## src/rtl/tts_pkg.sv

```systemverilog
// ----------------------------------------------------------------------------
// tts_pkg
// Shared widths, status codes, handshake structs and the saturation helper
// for the tridiagonal solver.
// ----------------------------------------------------------------------------
package tts_pkg;

  localparam int Q_W          = 32;
  localparam int Q_FRAC       = 16;
  localparam int PROD_W       = 48;
  localparam int SAT_IN_W     = 49;
  localparam int DIV_NUM_W    = Q_W + Q_FRAC;
  localparam int DIV_BITS     = 2;
  localparam int MAX_ROWS_DEF = 64;
  localparam int STATUS_W     = 2;

  localparam logic [STATUS_W-1:0] ST_OK   = 2'd0;
  localparam logic [STATUS_W-1:0] ST_SAT  = 2'd1;
  localparam logic [STATUS_W-1:0] ST_ROWS = 2'd2;

  localparam logic [Q_W-1:0] Q_MAX = 32'h7FFF_FFFF;
  localparam logic [Q_W-1:0] Q_MIN = 32'h8000_0000;

  typedef struct packed {
    logic           ovf;
    logic [Q_W-1:0] val;
  } sat_t;

  typedef struct packed {
    logic           done;
    logic           ovf;
    logic [Q_W-1:0] quot;
  } div_res_t;

  typedef struct packed {
    logic              done;
    logic [PROD_W-1:0] prod;
  } mul_res_t;

  // Clamp a wide signed value to the Q16.16 range and flag the clamp.
  function automatic sat_t sat49(input logic signed [SAT_IN_W-1:0] v);
    sat_t s;
    s.ovf = (v[SAT_IN_W-1:Q_W-1] != {(SAT_IN_W-Q_W+1){v[SAT_IN_W-1]}});
    if (s.ovf) begin
      s.val = v[SAT_IN_W-1] ? Q_MIN : Q_MAX;
    end else begin
      s.val = v[Q_W-1:0];
    end
    return s;
  endfunction

endpackage

```

## src/rtl/tts_mul.sv

```systemverilog
// ----------------------------------------------------------------------------
// tts_mul
// Shared Q16.16 multiplier: operand latch, 32x32 product, then truncation of
// the product toward zero by 2^16.
// ----------------------------------------------------------------------------
module tts_mul (
  input  logic                           clk,
  input  logic                           rst_n,
  input  logic                           start,
  input  logic signed [tts_pkg::Q_W-1:0] x,
  input  logic signed [tts_pkg::Q_W-1:0] y,
  output tts_pkg::mul_res_t              res
);

  localparam int P_W = 2 * tts_pkg::Q_W;

  logic signed [tts_pkg::Q_W-1:0]    x_r, y_r;
  logic signed [P_W-1:0]             p_r;
  logic [tts_pkg::PROD_W-1:0]        t_r;
  logic [2:0]                        vld_r;
  logic [P_W-1:0]                    p_sh;
  logic                              p_frac;

  assign p_sh   = p_r >>> tts_pkg::Q_FRAC;
  // negative product with fraction bits: step back toward zero
  assign p_frac = p_r[P_W-1] && (p_r[tts_pkg::Q_FRAC-1:0] != '0);

  always_ff @(posedge clk) begin
    if (!rst_n) begin
      vld_r <= '0;
    end else begin
      vld_r <= {vld_r[1:0], start};
    end
  end

  always_ff @(posedge clk) begin
    if (start) begin
      x_r <= x;
      y_r <= y;
    end
    p_r <= x_r * y_r;
    t_r <= p_sh[tts_pkg::PROD_W-1:0] + tts_pkg::PROD_W'(p_frac);
  end

  assign res.done = vld_r[2];
  assign res.prod = t_r;

endmodule

```

## config.mk

```make
export PLATFORM = sky130hd
export DESIGN_NAME = tts_mul
export DESIGN_NICKNAME = d
export VERILOG_FILES = /design/src/rtl/tts_pkg.sv /design/src/rtl/tts_mul.sv
export SDC_FILE = /design/constraint.sdc
export NUM_CORES = 2
export LEC_CHECK = 0
export BUFFER_PORTS_ARGS = -buffer_cell sky130_fd_sc_hd__buf_2
export CORE_UTILIZATION = 50
export DETAILED_ROUTE_END_ITERATION = 10
export GPL_ROUTABILITY_DRIVEN = 0
export PLACE_DENSITY = 0.72
export RECOVER_POWER = 25
export SLEW_MARGIN = 5
export SYNTH_ARGS = -nofsm -noshare
export SYNTH_HDL_FRONTEND = slang
export SYNTH_SLANG_ARGS = --single-unit
```

## constraint.sdc

```tcl
create_clock -name clk -period 20.4 [get_ports clk]
set_input_delay 0 -clock clk [delete_from_list [all_inputs] [get_ports clk]]
set_output_delay 0 -clock clk [all_outputs]
set_load 0.005 [all_outputs]
```

# Yosys cells after proc, flatten, opt, wreduce, memory -nomap -nowiden
# Index checks and enable logic that the tools add are counted.
# word_totals
reg_bits	179
inputBits	67
# op_classes
addsub	1
mul	1
reduce_logical	2
# op_table
op	count
32-bit by 32-bit multiplier with 64-bit output	1
48-bit by 1-bit adder with 48-bit output	1
16-bit nonzero test	1
1-bit logical AND	1

# Longest topological paths before layout
# depth
depth_word	3
ltp_mapped	29
depth_no_buf	27

# Worst setup path before layout
# No wires, ideal clock.
# synth_path
path_type	register to register
startpoint	register x_r[31] (netlist name)
endpoint	register p_r[63]
t_arrival_ps	7761
required_time_ps	20328
path_slack_ps	12567
path_stages_with_launch	29
synth_period_minus_slack_ps	7833
path_cell_list	edfxtp_1 clkbuf_1 nand2_1 inv_1 fa_1 inv_1 fa_1 inv_1 fa_1 fa_1 inv_1 fa_1 inv_1 fa_1 inv_1 fa_1 fa_1 inv_1 ha_1 a21oi_1 o21ai_0 a21o_1 a21o_1 a21oi_1 o21bai_1 a221o_1 a41o_1 a21oi_1 xnor2_1
# synth_via
elab_chain_cells	1
# synth_rtl
item	line	rtl
from (decl)	tts_mul.sv:17	logic signed [tts_pkg::Q_W-1:0] x_r, y_r;
from (signal assigned)	tts_mul.sv:38	x_r <= x;
32-bit by 32-bit multiplier with 64-bit output	tts_mul.sv:41	p_r <= x_r * y_r;
to (signal assigned)	tts_mul.sv:41	
to (decl)	tts_mul.sv:18	logic signed [P_W-1:0] p_r;
# Every way passes these cells.
# A chain may end at the register's enable or synchronous reset.

# Final worst setup path
# layout_path
startpoint	register y_r[6] (netlist name)
endpoint	register p_r[63]
# layout_via
elab_chain_cells	1
# layout_rtl
item	line	rtl
from (decl)	tts_mul.sv:17	
from (signal assigned)	tts_mul.sv:39	y_r <= y;
32-bit by 32-bit multiplier with 64-bit output	tts_mul.sv:41	
# Every way passes these cells.

==> results.md <==
* Cells after Synth at about 4,200
* Clock root cell: clkbuf_16
* Area grow syn2layout at 6.70%
* Final WL at 104,000 µm
* Max_slew headroom at 0.206
* Max-cap viol count at 0
* FF+latch area at ~4200 µm²
* Die width at 289 µm
* Seq/Total Area, Yosys at 0.103
* DRT Pass-1 Iters at 5
* Drt first-iter violations at 1,449
* Hpwl dp at slightly above 80,000 µm
* Routed Antenna Nets at 0
* Part of the cycle the worst path needs at 0.441
* RSZ-0062 raised after global routing: no
* Clock Skew at 0.0428 ns
* Outcome: complete, no violations
* Slowest cell on crit path: edfxtp_1
* TritonCTS clock tree: done
* I/O Buffers at 115
* CTS Buf Count at 17
* CP Capture Type: register
* Worst-path clk slew at 0.10 ns
* Unique masters post-synth at 61
* Req. time, crit path at about 21 ns
* Worst skew pair latency at 0.54 ns
* Endpoints failing hold at 0
* Max Clock Freq at 111 MHz
* Startpoint types: register
* Antenna violations before repair at 0
* DR top layer: met4
* Synth Area in Adders at 0.582
* Hold Crit Class: in -> reg
* Vias in the first global route at around 32,000
* Fill cells at 7,102
* Dominant cell type by area after synthesis: fa_1
* Syn avg cell area at around 10 µm²
* Met1 Wirelength at 37,500 µm
* Diode count at 0
* Ys flop type: dfxtp_1
* Met2 routed WL at 53,300 µm
* Setup TNS at 0 ns
* Slew Limit Fails at 0
* Detail Route met3 WL at 5110 µm
* Top cells by area, synth: fa_1 53%, inv_1 8.9%, and2_1 7.9%, ha_1 5.6%, dfxtp_1 5.6%
* I/O pins at 116
* Drt drc at 0
* Final-stage net count at 5,564
* Routed len/inst at 19.7 µm
* Crit path top cell by count: fa_1
* Share of cells above drive strength 1 at 0.0488
* Most common cell after layout, fill and taps aside: fa_1
* Global-route usage over all layers at 0.270
* Resize count post-CTS at 0
* Row Count at roughly 100
* Proportion of netlist area held by the largest area contributor at 0.526
* Die Y at roughly 290 µm
* Most frequent cells in the layout: 1,082 x fa_1, 982 x inv_1, 529 x nand2_1
* Synth Register Bits at 179
* Setup CP Type: reg -> reg
* WP data arrival at 9.44 ns
* Syn_nets at around 5,500
* Max Fanout on Critical Path at 32
* Total number of vias at 28,000
* Synthesis Warnings at 0
* Post-synthesis xor/xnor area fraction at 0.0251
* Die Area at 83,600 µm²
* DR vias/cell at 5.28
* H-tree levels at 4
* Tmin final at 9.00 ns
* Measured slew at the worst slew-check pin at approximately 1.2 ns
* Asr flop ratio synth at 0
* Mux share of post-synthesis cell area at 0
* Pin count of the biggest net entering global routing at 60
* Area of the core at roughly 80,000 µm²
* Setup Fix Bufs, Post-CTS at 0
* First-pass GRT wire length at 170,000 µm
* Multi-input combinational cell area at ~32,000 µm²
* Cell area after synthesis at roughly 41,000 µm²
* Initial Utilization at 0.508
* Clk sinks at 179
* Compound-gate portion of the synthesized area at 0.0303
* Post-CTS Hold Buffers at 66
* Clk buf depth at 2
* Post-synth EDFFs at 64
* GRT overflow at 0
* CP peak stage delay at 1.08 ns
* Setup violators final at 0
* Largest family of logic cells by synthesized area: adder cells
* Synth Area in Simple Gates at 0.151
-- metrics by stage --
stage	utilization	setup WS (ns)	instance area, µm²	hold slack (ns)	std cells
6_report	0.542	11.40	44000	0.166	5302
3_5_place_dp	0.528	11.48	42800	0.178	5204
2_1_floorplan	-	12.57	41200	0.0989	4180
4_1_cts	0.543	11.42	44000	0.131	5302
5_1_grt	0.542	10.84	44000	0.166	5302
3_3_place_gp	0.528	11.70	42800	0.176	5204
-- final timing paths --
kind | from | end | slack (ns) | cells past startpoint
max reg2reg | y_r[6] | p_r[63] | 11.40 | 27
min reg2reg | vld_r[0] | vld_r[1] | 0.44 | 1
max | y_r[6] | p_r[63] | 11.40 | 27
min | x[15] | x_r[15] | 0.17 | 2
-- per-layer routing --
metal,global-route usage,vias up
li1,-,12115
met1,0.298,14604
met2,0.477,934
met3,0.0390,347
met4,0.192,0
met5,0,-
-- area by class of cell --
type	count	area share
clock buffer	18	0.00976
clock inverter	14	0.00299
inverter	982	0.0838
multi-input combinational	2806	0.739
sequential	179	0.0961
tap	1060	0.0302
timing repair buffer	243	0.0382
-- logic make-up after synthesis --
| logic type | count (synthesis) |
|---|---|
| buffers and inverters | 1195 |
| flip-flops | 179 |
| AND/OR/NAND/NOR | 1232 |
| AO/OA/AOI/OAI | 188 |
| adder cells (fa/ha/maj) | 1268 |
| XOR/XNOR | 118 |
-- worst max-delay path: cells and delay by family (launching register included) --
| family | cells | cell delay (ns) |
|---|---|---|
| fa+ha+maj | 9 | 4.70 |
| simple gates | 1 | 0.24 |
| buf+inv | 7 | 1.10 |
| compound gates | 9 | 1.65 |
| xor+xnor | 1 | 0.13 |
| flops | 1 | 1.08 |
-- synthesized netlist by cell type (3+ instances only) --
cell type	count
and2_1	523
o21bai_1	18
a31oi_1	4
ha_1	186
edfxtp_1	64
or3_1	5
nor2_1	64
and4_1	6
nor3_2	3
o2111ai_1	3
fa_1	1082
nand2b_1	14
nand3_1	33
nor3_1	10
a21oi_1	63
dfxtp_1	115
o21ai_1	3
nor4_1	5
nand2_1	529
xnor2_1	88
clkbuf_1	208
o211ai_1	3
xor2_1	30
a41oi_1	3
o21a_1	8
a211oi_1	6
nand4_1	20
inv_1	982
o21ai_0	32
buf_2	3
a21o_1	23
and3_1	9
-- registers in the layout, indices dropped and copies added (netlist names) --
signal  flops
t_r        48
p_r        64
y_r        32
vld_r       3
x_r        32
Power is left out: the tool's default activity adds up to more than one toggle a clock period on the data nets, which glitch-free logic cannot reach.
