## src/rtl/tts_pkg.sv

```systemverilog
// ----------------------------------------------------------------------------
// tts_pkg
// Shared widths, status codes, handshake structs and the saturation helper
// for the tridiagonal solver.
// ----------------------------------------------------------------------------
package tts_pkg;

  localparam int Q_W          = 32;
  localparam int Q_FRAC       = 16;
  localparam int PROD_W       = 48;
  localparam int SAT_IN_W     = 49;
  localparam int DIV_NUM_W    = Q_W + Q_FRAC;
  localparam int DIV_BITS     = 2;
  localparam int MAX_ROWS_DEF = 64;
  localparam int STATUS_W     = 2;

  localparam logic [STATUS_W-1:0] ST_OK   = 2'd0;
  localparam logic [STATUS_W-1:0] ST_SAT  = 2'd1;
  localparam logic [STATUS_W-1:0] ST_ROWS = 2'd2;

  localparam logic [Q_W-1:0] Q_MAX = 32'h7FFF_FFFF;
  localparam logic [Q_W-1:0] Q_MIN = 32'h8000_0000;

  typedef struct packed {
    logic           ovf;
    logic [Q_W-1:0] val;
  } sat_t;

  typedef struct packed {
    logic           done;
    logic           ovf;
    logic [Q_W-1:0] quot;
  } div_res_t;

  typedef struct packed {
    logic              done;
    logic [PROD_W-1:0] prod;
  } mul_res_t;

  // Clamp a wide signed value to the Q16.16 range and flag the clamp.
  function automatic sat_t sat49(input logic signed [SAT_IN_W-1:0] v);
    sat_t s;
    s.ovf = (v[SAT_IN_W-1:Q_W-1] != {(SAT_IN_W-Q_W+1){v[SAT_IN_W-1]}});
    if (s.ovf) begin
      s.val = v[SAT_IN_W-1] ? Q_MIN : Q_MAX;
    end else begin
      s.val = v[Q_W-1:0];
    end
    return s;
  endfunction

endpackage

```

## src/rtl/tts_div.sv

```systemverilog
// ----------------------------------------------------------------------------
// tts_div
// Shared iterative Q16.16 divider: (num * 2^16) / den, truncated toward zero,
// magnitude restoring division, DIV_BITS quotient bits per iteration, saturated.
// ----------------------------------------------------------------------------
module tts_div (
  input  logic                           clk,
  input  logic                           rst_n,
  input  logic                           start,
  input  logic signed [tts_pkg::Q_W-1:0] num,
  input  logic signed [tts_pkg::Q_W-1:0] den,
  output tts_pkg::div_res_t              res
);

  localparam int NW    = tts_pkg::DIV_NUM_W;
  localparam int QW    = tts_pkg::Q_W;
  localparam int ITERS = NW / tts_pkg::DIV_BITS;
  localparam int CW    = $clog2(ITERS);

  localparam logic [1:0] D_IDLE = 2'd0;
  localparam logic [1:0] D_RUN  = 2'd1;
  localparam logic [1:0] D_FIN  = 2'd2;

  logic [1:0]    st_r;
  logic [CW-1:0] cnt_r;
  logic [QW-1:0] rem_r, dmag_r;
  logic [NW-1:0] dq_r;
  logic          neg_r;
  logic          done_r, ovf_r;
  logic [QW-1:0] quot_r;

  logic [QW-1:0]                    nmag, dmag;
  logic [QW-1:0]                    rem_step;
  logic [NW-1:0]                    dq_step;
  logic signed [tts_pkg::SAT_IN_W-1:0] qs;
  tts_pkg::sat_t                    qsat;

  assign nmag = num[QW-1] ? (~num + 1'b1) : num;
  assign dmag = den[QW-1] ? (~den + 1'b1) : den;

  always_comb begin
    logic [QW:0]   rem_v;
    logic [NW-1:0] dq_v;
    rem_v = {1'b0, rem_r};
    dq_v  = dq_r;
    for (int i = 0; i < tts_pkg::DIV_BITS; i++) begin
      rem_v = {rem_v[QW-1:0], dq_v[NW-1]};
      dq_v  = {dq_v[NW-2:0], 1'b0};
      if (rem_v >= {1'b0, dmag_r}) begin
        rem_v   = rem_v - {1'b0, dmag_r};
        dq_v[0] = 1'b1;
      end
    end
    rem_step = rem_v[QW-1:0];
    dq_step  = dq_v;
  end

  assign qs   = neg_r ? -$signed({1'b0, dq_r}) : $signed({1'b0, dq_r});
  assign qsat = tts_pkg::sat49(qs);

  always_ff @(posedge clk) begin
    if (!rst_n) begin
      st_r   <= D_IDLE;
      done_r <= 1'b0;
    end else begin
      done_r <= 1'b0;
      unique case (st_r)
        D_IDLE: begin
          if (start) begin
            if (den == '0) begin
              // zero pivot: sign of the numerator picks the rail; a zero numerator gives zero
              done_r <= 1'b1;
              ovf_r  <= 1'b1;
              if (num == '0) begin
                quot_r <= '0;
              end else begin
                quot_r <= num[QW-1] ? tts_pkg::Q_MIN : tts_pkg::Q_MAX;
              end
            end else begin
              st_r   <= D_RUN;
              cnt_r  <= CW'(ITERS - 1);
              rem_r  <= '0;
              dq_r   <= {nmag, {tts_pkg::Q_FRAC{1'b0}}};
              dmag_r <= dmag;
              neg_r  <= num[QW-1] ^ den[QW-1];
            end
          end
        end
        D_RUN: begin
          rem_r <= rem_step;
          dq_r  <= dq_step;
          cnt_r <= cnt_r - 1'b1;
          if (cnt_r == '0) begin
            st_r <= D_FIN;
          end
        end
        D_FIN: begin
          st_r   <= D_IDLE;
          done_r <= 1'b1;
          ovf_r  <= qsat.ovf;
          quot_r <= qsat.val;
        end
        default: st_r <= D_IDLE;
      endcase
    end
  end

  assign res.done = done_r;
  assign res.ovf  = ovf_r;
  assign res.quot = quot_r;

  a_start_idle: assert property (@(posedge clk) disable iff (!rst_n)
    start |-> st_r == D_IDLE)
    else $error("divider started while busy");

  a_done_fin: assert property (@(posedge clk) disable iff (!rst_n)
    st_r == D_FIN |=> done_r && st_r == D_IDLE)
    else $error("divider result not delivered after last step");

  a_one_done: assert property (@(posedge clk) disable iff (!rst_n)
    done_r |=> !done_r || $past(start))
    else $error("divider done held without a new start");

endmodule

```

## config.mk

```make
export PLATFORM = sky130hd
export DESIGN_NAME = tts_div
export DESIGN_NICKNAME = d
export VERILOG_FILES = /design/src/rtl/tts_pkg.sv /design/src/rtl/tts_div.sv
export SDC_FILE = /design/constraint.sdc
export NUM_CORES = 1
export LEC_CHECK = 0
export BUFFER_PORTS_ARGS = -buffer_cell sky130_fd_sc_hd__clkbuf_2
export CAP_MARGIN = 0
export CORE_ASPECT_RATIO = 1.1
export CORE_UTILIZATION = 45
export CTS_BUF_LIST = sky130_fd_sc_hd__clkbuf_16
export DETAILED_ROUTE_END_ITERATION = 16
export PLACE_DENSITY = 0.73
export SLEW_MARGIN = 30
export SYNTH_ARGS = -nofsm -noshare
export SYNTH_HDL_FRONTEND = slang
export SYNTH_SLANG_ARGS = --single-unit
```

## constraint.sdc

```tcl
create_clock -name clk -period 5.1 [get_ports clk]
set_input_delay 0.255 -clock clk [delete_from_list [all_inputs] [get_ports clk]]
set_output_delay 0.255 -clock clk [all_outputs]
set_load 0.01 [all_outputs]
```

### After elaboration in Yosys (flattened, before gate mapping)

Cells that the tools add are included.

* reductions and logical operators: 10
* bitwise logic cells: 4
* add/subtract/negate cells: 6
* multiplexer cells: 33
* order comparisons: 2
* eq/ne operators: 7

Operator list (count)
* 32-bit two-way mux: 11
* 32-bit one-hot mux with 2 select lines: 2
* 48-bit two-way mux: 2
* 48-bit one-hot mux with 2 select lines: 1
* 33-bit by 32-bit >= comparator with 1-bit output: 2
* 32-bit by 1-bit adder with 32-bit output, second input constant: 2
* 32-bit zero test: 2
* 32-bit NOT: 2
* 32-bit subtractor: 2
* 49-bit two-way mux: 1
* 48-bit negation with 49-bit output: 1
* 31-bit two-way mux: 1
* 17-bit != test: 1
* 4-bit AND reduction: 3
* 5-bit two-way mux: 2
* 5-bit one-hot mux with 2 select lines: 1
* 2-bit != test, second input constant: 4
* 1-bit two-way mux: 6
* 2-bit two-way mux: 3
* 5-bit zero test: 1
* 5-bit by 1-bit subtractor with 5-bit output, second input constant: 1
* 1-bit one-hot mux with 2 select lines: 2
* 2-bit one-hot mux with 2 select lines: 1
* 2-bit nonzero test: 2
* other kinds (6): 6

* input bits: 67
* output and inout bits: 34
* flip-flop bits (word level): 154
* logic and storage cells: 72

### Longest topological paths before layout

* word-level depth: 6
* depth in mapped cells: 25
* mapped depth without buffers: 23

### Worst setup path after synthesis

No wires, ideal clock.

* kind: register to register
* start point: register rem_r[12]
* end point: register rem_r[28], data pin
* clock period less this slack: 5476 ps
* path buffers: 4
* cell stages (with the launch flop): 23
* data required time: 4838 ps
* slack: -376 ps
* arrival time: 5214 ps
* cell sequence: edfxtp_1 > ha_1 > clkbuf_1 > a21oi_1 > nand2_1 > a2111oi_1 > o221ai_1 > nor3_1 > or2_1 > clkbuf_1 > clkbuf_1 > nand2_1 > o21ai_0 > ha_1 > a21o_1 > a21o_1 > a221o_1 > a21o_1 > a41o_1 > a41o_1 > nor3_2 > buf_2 > mux2_1

* cells in the longest elaborated chain, start to end: 5
* elaborated cells between the ends (all ways): 7
* those cells by class: add/sub (2); order compare (2); mux (3)

Ends and longest elaborated chain
* start, declared: line tts_div.sv:26 `logic [QW-1:0] rem_r, dmag_r;`
* start signal, assigned: line tts_div.sv:90 `rem_r <= rem_step;`
* 32-bit subtractor / 33-bit by 32-bit >= comparator with 1-bit output (equally long branches): line tts_div.sv:50, tts_div.sv:49
* 32-bit two-way mux *: line tts_div.sv:49 `if (rem_v >= {1'b0, dmag_r}) begin`
* 32-bit subtractor / 33-bit by 32-bit >= comparator with 1-bit output (equally long branches): line tts_div.sv:50, tts_div.sv:49
* 32-bit two-way mux *: line tts_div.sv:49
* 32-bit one-hot mux with 2 select lines *: line tts_div.sv:67 `unique case (st_r)`

Every way passes the cells marked *; elsewhere a longest branch is shown, timed or not.
A chain may end at the register's enable or synchronous reset.

### Worst setup path after layout

* start point: register dmag_r[0]
* end point: register rem_r[28], data pin

* cells in the longest elaborated chain, start to end: 5
* elaborated cells between the ends (all ways): 7
* those cells by class: add/sub (2); order compare (2); mux (3)

Ends and longest elaborated chain
* start, declared: line tts_div.sv:26
* start signal, assigned: line tts_div.sv:84 `dmag_r <= dmag;`
* 32-bit subtractor / 33-bit by 32-bit >= comparator with 1-bit output (equally long branches): line tts_div.sv:50, tts_div.sv:49
* 32-bit two-way mux: line tts_div.sv:49
* 32-bit subtractor / 33-bit by 32-bit >= comparator with 1-bit output (equally long branches): line tts_div.sv:50, tts_div.sv:49
* 32-bit two-way mux *: line tts_div.sv:49
* 32-bit one-hot mux with 2 select lines *: line tts_div.sv:67

Marks and branches as above.

==> results.sh <==
export IMPL_rsz0062_at_grt="yes"
export IMPL_worstPathArrival_ns=5.34
export IMPL_cpMostUsedCell="buf_4"
export IMPL_finalHoldViolCount=0
export IMPL_tightest_slew_ns=0.9379
export IMPL_rr_worst_depth=22
export IMPL_cts_buffers=17
export IMPL_worst_hold_path_num_cells=1
export IMPL_portBuffers=100
export IMPL_p_total_mw=8.933
export IMPL_layout_common_cells="228 x buf_4, 151 x edfxtp_1, 125 x nand2_1"
export IMPL_via_per_inst=5.813
export IMPL_cts_path_max_buffers=2
export IMPL_fill_cells=2216
export IMPL_final_min_clock_period_ns=5.158
export IMPL_violations="negative setup slack"
export IMPL_gr_total_overflow=0
export IMPL_finalWorstSetupSlack_ns=-0.05823
export IMPL_finalNonFillerCells=2015
export IMPL_drcViolationCount=0
export IMPL_cpMaxStageDelayCell="edfxtp_1"
export IMPL_drtAntennaViolNets=0
export IMPL_relSlewSlack=0.3734
export IMPL_route_detailed_wl_per_inst_um=17.65
export IMPL_ys_ff_latch=154
export IMPL_routed_wl_um=35570
export IMPL_critPathKind="register to register"
export IMPL_syn_nets=1483
export IMPL_drt_pass1_iterations=5
export IMPL_startpoint_type="register"
export IMPL_cp_data_required_time_ns=5.28
export IMPL_reg2reg_slack_ns=-0.06
export IMPL_yosysWarnings=0
export IMPL_status="finished, violations left"
export IMPL_setup_tns_ns=-0.5090
export IMPL_syn_inst=1345
export IMPL_p_leak_nw=6.447
export IMPL_syn2layout_area_growth_pct=31.67
export IMPL_vias=11710
export IMPL_p_per_area_nw_per_um2=548.0
export IMPL_syn_cell_area_um2=12380
export IMPL_place_congestion=0.9227
export IMPL_hold_class="input port to register"
export IMPL_grt_total_usage=0.2394
export IMPL_rows=63
export IMPL_first_global_vias=11260
export IMPL_maxCapViolations=0
export IMPL_regArea_um2=4594
export IMPL_worstSetupEndpointType="register"
export IMPL_slew_violations=0
export IMPL_yosysSeqAreaShare=0.3711
export IMPL_htreeDepth=4
export IMPL_layout_commonest_cell="buf_4"
export IMPL_fmax_mhz=193.9
export IMPL_clkTransAtPathRegs_ns=0.07
export IMPL_synth_edf_count=151
export IMPL_cts_root_buffer="clkbuf_16"
export IMPL_clock_latency_ns=0.45
export IMPL_crit_fanout=7
export IMPL_final_area_um2=16300
export IMPL_synth_ff_type="edfxtp_1"
export IMPL_vdd_drop_max_mv=0.2441
export IMPL_utilization=0.6047
export IMPL_worst_path_largest_cell_delay_ns=0.49
export IMPL_synthesis_area_per_instance_um2=9.205
export IMPL_io_pins=101
export IMPL_grt_antenna_before_repair=0
export IMPL_dp_worst_setup_slack_ns=-0.6542
export IMPL_grt_pass1_wl_um=54280
export IMPL_cp_cell_sequence="ha_4 -> inv_2 -> fa_2 -> nand3_2 -> a211oi_4 -> buf_4 -> o31ai_4 -> a31oi_2 -> a21o_1 -> buf_4 -> a311oi_1 -> xor2_1 -> o21ai_0 -> buf_4 -> ha_1 -> nand4_1 -> nor3_1 -> a31o_2 -> a221o_1 -> nor3_4 -> buf_12 -> mux2_4"
export IMPL_grt_max_degree=53
export IMPL_cts_tree="done"
export IMPL_hold_end="dmag_r[0]"
export IMPL_whs_ns=0.03437
export IMPL_core_region_area_um2=26960
export IMPL_place_area_um2=14670
export IMPL_die_w_um=160.2
export IMPL_setup_viol=20
export IMPL_dp_hpwl_um=24810
export IMPL_fin_worst_skew_ns=0.01908
export IMPL_synthArstFlopShare=0
export IMPL_multiInputGateArea_um2=7928
export IMPL_min_from="den[0]"
export IMPL_rr_endpoint="rem_r[28]"
export IMPL_dp_cells=1945
export IMPL_antennaDiodeCount=0
export IMPL_clock_sinks=154
export IMPL_ys_types=82
export IMPL_fp_dieH_um=176.0
export IMPL_r2r_start="dmag_r[0]"
export IMPL_final_layout_size_suffix_gt1_frac=0.3329
export IMPL_nets=1783
export IMPL_drt_initial_drc_count=870
export IMPL_die_area_um2=28180
export IMPL_post_route_period_util=1.011
export IMPL_start_util=0.4592
flip-flops by register name, summed over array words and instances, names as in the netlist:
| register | flops |
|---|---|
| neg_r | 1 |
| dmag_r | 32 |
| ovf_r | 1 |
| rem_r | 32 |
| quot_r | 32 |
| dq_r | 48 |
| cnt_r | 5 |
| done_r | 1 |
| st_r | 2 |
worst max-delay path by stage:
stage                    from         to  cells past startpoint
floorplan           rem_r[12]  rem_r[28]                     22
global placement     rem_r[0]  rem_r[28]                     21
detailed placement   rem_r[0]  rem_r[28]                     20
CTS                 rem_r[12]  rem_r[28]                     26
global route        dmag_r[0]   rem_r[1]                     25
finish              dmag_r[0]  rem_r[28]                     22
repair_timing:
action,4_1_cts,5_1_grt
hold buffers,0,0
cloned,1,2
resized for setup,30,122
buffers inserted,9,25
pin swaps,14,62
endpoints found under the setup margin,33,33
logic make-up after synthesis:
| kind of cell | synth area share |
|---|---|
| AO/OA/AOI/OAI | 0.2120 |
| flip-flops | 0.3711 |
| multiplexers | 0.006771 |
| XOR/XNOR | 0.1118 |
| adder cells (fa/ha/maj) | 0.07297 |
| buffers and inverters | 0.04285 |
| AND/OR/NAND/NOR | 0.1825 |
power breakdown:
group          leakage, nW  internal, mW  switching (mW)  total (mW)
clock                0.301         0.752           0.620        1.37
sequential            1.45          1.61           0.127        1.73
combinational         4.70          2.86            2.97        5.83
layout make-up:
cell class / instances / area share
inverter: 61 / 0.01405
tap: 357 / 0.02740
sequential: 154 / 0.2818
clock buffer: 17 / 0.02610
multi-input combinational: 1066 / 0.4863
timing repair buffer: 345 / 0.1518
clock inverter: 15 / 0.01251
critical path, delay by kind of cell (launching register included):
kind,cells,cell delay (ns)
AOI/OAI and AO/OA,8,1.80
xor gates and xnor gates,1,0.19
adders and majority gates,3,0.88
buffers and inverters,5,0.68
DFF,1,0.49
muxes,1,0.30
and+or+nand+nor,4,0.57
per-layer routing:
| layer | wire [um] | GRT usage |
|---|---|---|
| met5 | 0 | 0 |
| met4 | 1469 | 0.1032 |
| met3 | 1747 | 0.02842 |
| met2 | 17900 | 0.4306 |
| met1 | 14450 | 0.2879 |
synth_stat cells, drive strengths merged, types with 4 or more instances:
cell / n / area, um^2
a31oi: 14 / 102.6
inv: 61 / 229.0
buf: 19 / 132.6
a211oi: 13 / 97.59
and4: 4 / 35.03
nor2b: 10 / 62.56
xnor2: 73 / 639.4
or3: 9 / 56.30
o31a: 4 / 35.03
mux2i: 5 / 50.05
edfxtp: 151 / 4534
xor2: 85 / 744.5
o21a: 9 / 67.56
nand4: 22 / 143.9
clkbuf: 45 / 168.9
nor2: 82 / 307.8
o41ai: 18 / 183.9
o21bai: 7 / 52.55
and3: 9 / 56.30
nand3: 53 / 270.3
or2: 9 / 56.30
nand2b: 16 / 107.6
o31ai: 54 / 419.2
a21o: 25 / 187.7
a21oi: 75 / 375.4
o21ai: 131 / 768.2
and2: 19 / 118.9
or4: 15 / 116.4
a31o: 5 / 43.79
nor3: 37 / 195.2
nand2: 129 / 484.2
nor4: 15 / 151.4
ha: 69 / 863.3
Power figures use the tool's default switching activity.
